==> src/rtl/core/property_lookup_cache_core_macros.svh <==
// Assertion macros shared by the property lookup cache core.
// Depends on a clock named clock and an active-high reset named reset in the including scope.
`ifndef PROPERTY_LOOKUP_CACHE_CORE_MACROS_SVH
`define PROPERTY_LOOKUP_CACHE_CORE_MACROS_SVH

// Checks that the consequent holds in the same cycle as the antecedent.
`define PLC_ASSERT_SAME(lbl, ante, cons, msg) \
   lbl: assert property (@(posedge clock) disable iff (reset) (ante) |-> (cons)) \
      else $error(msg);

// Checks that the consequent holds in the cycle after the antecedent.
`define PLC_ASSERT_NEXT(lbl, ante, cons, msg) \
   lbl: assert property (@(posedge clock) disable iff (reset) (ante) |=> (cons)) \
      else $error(msg);

`endif

==> src/rtl/core/plc_pkg.sv <==
// Shared types and constants of the property lookup cache core.
// No dependencies; imported by the controller, the datapath and the top level.
package plc_pkg;

   localparam int DEF_ROW_BITS = 8;
   localparam int DEF_WAYS     = 2;
   localparam int DEF_ID_BITS  = 16;

   localparam int HASH_W  = 8;
   localparam int FIELD_W = 16;

   typedef enum logic [1:0] {
      OP_LOOKUP     = 2'd0,
      OP_INSERT     = 2'd1,
      OP_INVALIDATE = 2'd2,
      OP_CLEAR      = 2'd3
   } op_type;

   typedef struct packed {
      logic capture;   // latch request and read its row
      logic commit;    // write back the row and load the response
      logic clear_wr;  // clear the valid bits of one row of the sweep
   } ctrl_cmd_type;

   typedef struct packed {
      logic op_clear;    // latched operation is clear all
      logic clear_last;  // sweep is at its last row
      logic rsp_busy;    // response register holds an untaken result
   } ctrl_sts_type;

endpackage

==> src/rtl/core/plc_ctrl.sv <==
// Controller state machine of the property lookup cache core.
// Depends on plc_pkg for the command and status types.
module plc_ctrl import plc_pkg::*; (
   input  logic         clock,
   input  logic         reset,
   input  logic         req_valid,
   output logic         req_stall,
   input  ctrl_sts_type sts,
   output ctrl_cmd_type cmd
);

   typedef enum logic [2:0] {
      ST_IDLE  = 3'b001,
      ST_EXEC  = 3'b010,
      ST_CLEAR = 3'b100
   } state_type;

   state_type state_ff, state_in;

   assign req_stall = (state_ff != ST_IDLE);

   always_comb begin
      state_in     = state_ff;
      cmd.capture  = 1'b0;
      cmd.commit   = 1'b0;
      cmd.clear_wr = 1'b0;
      unique case (state_ff)
         ST_IDLE: begin
            if (req_valid) begin
               cmd.capture = 1'b1;
               state_in    = ST_EXEC;
            end
         end
         ST_EXEC: begin
            // The row is written back only once the result has a place to go.
            if (!sts.rsp_busy) begin
               cmd.commit = 1'b1;
               state_in   = sts.op_clear ? ST_CLEAR : ST_IDLE;
            end
         end
         ST_CLEAR: begin
            cmd.clear_wr = 1'b1;
            if (sts.clear_last) begin
               state_in = ST_IDLE;
            end
         end
         default: state_in = ST_CLEAR;
      endcase
   end

   always_ff @(posedge clock) begin
      if (reset) begin
         state_ff <= ST_CLEAR;
      end else begin
         state_ff <= state_in;
      end
   end

endmodule

==> config.mk <==
export PLATFORM = sky130hd
export DESIGN_NAME = plc_ctrl
export DESIGN_NICKNAME = d
export VERILOG_FILES = /design/src/rtl/core/property_lookup_cache_core_macros.svh /design/src/rtl/core/plc_pkg.sv /design/src/rtl/core/plc_ctrl.sv
export SDC_FILE = /design/constraint.sdc
export NUM_CORES = 1
export LEC_CHECK = 0
export ABC_AREA = 1
export BUFFER_PORTS_ARGS = -buffer_cell sky130_fd_sc_hd__buf_2
export CAP_MARGIN = 20
export CORE_AREA = 2 2 39 41
export DETAILED_ROUTE_END_ITERATION = 8
export DIE_AREA = 0 0 41 43
export GPL_TIMING_DRIVEN = 0
export SETUP_SLACK_MARGIN = 0.3
export SYNTH_ARGS = -nofsm -noshare
export SYNTH_HDL_FRONTEND = slang
export SYNTH_SLANG_ARGS = --single-unit
==> constraint.sdc <==
create_clock -name clock -period 1.2 [get_ports clock]
set_clock_uncertainty 0.1 [all_clocks]
set_input_delay 0.12 -clock clock [delete_from_list [all_inputs] [get_ports clock]]
set_output_delay 0.12 -clock clock [all_outputs]
set_load 0.02 [all_outputs]
==> impl_metrics.ini <==
[flow_run]
drv_cap = 0

[synth]
synth-xor-area-share = 0
ys.warnings.count = 0
synth_area_um2 = 205
yosys_register_bits = 3
syn_nets = 42
synthMuxAreaShare = 0
synth-compound-area-share = 0.0488
avgSynthCellArea_um2 = 5.70
synth_top_family_by_area = simple AND/OR/NAND/NOR gates
synth-simple-area-share = 0.494
synth_seq_area_share = 0.293
synth_cell_types = 10
synthAdderAreaFrac = 0
synth_cells = 36

[placement]
placed_area_um2 = 314
place_congestion = 0.665
placed_cells = 61
post-dp-hpwl_um = 438
numPortBuffers = 9

[min_path]
hold_class = input port to register

[setup_path]
cp_max_fo = 4
rrSetupSlack_ns = -0.03
r2r_start = state_ff[2]$_SDFFE_PP1P_
regToRegEndpoint = state_ff[1]$_SDFFE_PP0P_
r2r_cells = 6
cp.arrival_ns = 1.29
cp-end-kind = register
required_ns = 1.26
critPathKind = register to register
startpoint = state_ff[2]$_SDFFE_PP1P_
critPathLaunchType = register
cp-endpoint = state_ff[1]$_SDFFE_PP0P_

[timing]
finalHoldViolations = 0
fin_ws_ns = -0.0325
rsz0062_at_grt = yes
max_freq_mhz = 811
fin_crit_ns = 1.23
timing.final.crit_share = 1.03
slew_headroom = 0.871
setup-violations-final = 3
hold_ws_ns = 0.0787
tightest_slew_ns = 0.192
maxSlewViolCount = 0

[clock_tree]
root_buffer = clkbuf_4
h-tree-depth = 1
clk_pin_slew_worst_paths_ns = 0.04
cts_inserted_buffers = 3
clock_sinks = 3
cts_tree = done
clockBufferDepth = 2
insertion_delay_ns = 0.23

[route]
vias = 302
antenna_left = 0
drc = 0
first_pass_iters = 1
wl_per_cell_um = 9.53
viasPerCell = 4.08
routed_wl_um = 705
drt-initial-drc-count = 0

[outcome]
outcome = finished with violations
violations = negative setup slack

[pwr]
p_per_area_nw_per_um2 = 1410
leakagePower_nw = 0.250
ir_drop_mv = 0.545
finalPower_w = 0.000664

[floorplan]
dieArea_um2 = 1760
row_count = 14
dieHeight_um = 43
start_util = 0.148
io_pins = 10
core_area_um2 = 1380
fp.dieW_um = 41

[cells_and_area]
utilization = 0.341
final_area_um2 = 472
largest_register_ffs = 3
drive_gt1_frac = 0.655
mostFrequentLayoutCells = buf_6, buf_4, nand2_1, buf_2
antenna_cells = 0
regMostFlops = state_ff
area_growth_pct = 130
reg.largest.list = state_ff: 3 flops
fin_cells = 74
fin_nets = 65

[grt]
grt_pass1_wl_um = 993
grt_remaining_overflow = 0
track_usage = 0.0882
antenna_found_initial = 0
grt_max_degree = 6
grt_pass1_vias = 283
[cell type report]
type,instances,area [um^2]
Fill cell,157,912
Multi-Input combinational cell,24,170
Timing Repair Buffer,18,148
Sequential cell,3,71.3
Inverter,9,36.3
Clock buffer,4,26.3
Tap cell,16,20.0
[layer usage]
layer,GRT usage,part of all wire,vias up
met5,0,0,-
met4,0.0800,0,0
met3,0.0314,0.057,0
met2,0.150,0.60,7
met1,0.0703,0.34,139
li1,-,-,156
[worst min path at each step]
stage / startpoint / end / slack, ns / cells after the start
5_1_grt: reset / state_ff[0]$_SDFFE_PP0P_ / 0.1 / 4
6_report: reset / state_ff[0]$_SDFFE_PP0P_ / 0.08 / 4
3_5_place_dp: reset / state_ff[1]$_SDFFE_PP0P_ / 0.19 / 2
4_1_cts: reset / state_ff[0]$_SDFFE_PP0P_ / 0.07 / 4
2_1_floorplan: reset / state_ff[1]$_SDFFE_PP0P_ / 0.08 / 1
3_3_place_gp: reset / state_ff[1]$_SDFFE_PP0P_ / 0.19 / 2
[critical path, cell delays in order, from the launching register on]
cell	delay, ns
dfxtp_4	0.36
nor2_4	0.15
nand3_2	0.10
buf_4	0.14
buf_6	0.10
buf_6	0.10
a21oi_2	0.10
[synth_stat cells]
cell	n	area, um^2
nand4_1	2	12.5
o21ai_0	1	5.00
inv_2	2	7.51
nor2_1	6	22.5
inv_1	7	26.3
dfxtp_1	3	60.1
nand2_1	7	26.3
a21oi_1	1	5.00
nand3_1	6	30.0
nand3_2	1	10.0
[repair_timing]
action,in CTS,in global routing
pin swaps,6,2
buffers inserted,7,1
setup endpoints to repair,7,7
hold buffers,1,0
cloned,0,0
resized for setup,16,2
endpoints found under the hold margin,1,0
[where the power goes]
part / leakage, nW / switching (W) / internal (W)
Combinational: 0.209 / 0.000162 / 0.000163
Sequential: 0.0263 / 0.0000393 / 0.000125
Clock: 0.0150 / 0.0000503 / 0.000124
[per-stage QoR]
stage               setup TNS [ns]  setup WS (ns)
finish                     -0.0649        -0.0325
detailed placement               0          0.140
floorplan                        0          0.234
global placement                 0          0.149
global route                -0.192        -0.0677
CTS                         -0.105        -0.0454
[cell families (layout without fill, tap and decap cells)]
logic type	after synthesis	after routing
flops	3	3
compound gates	2	2
simple gates	22	22
buf+inv	9	31
Note: power is estimated with default switching activity, not from simulation.
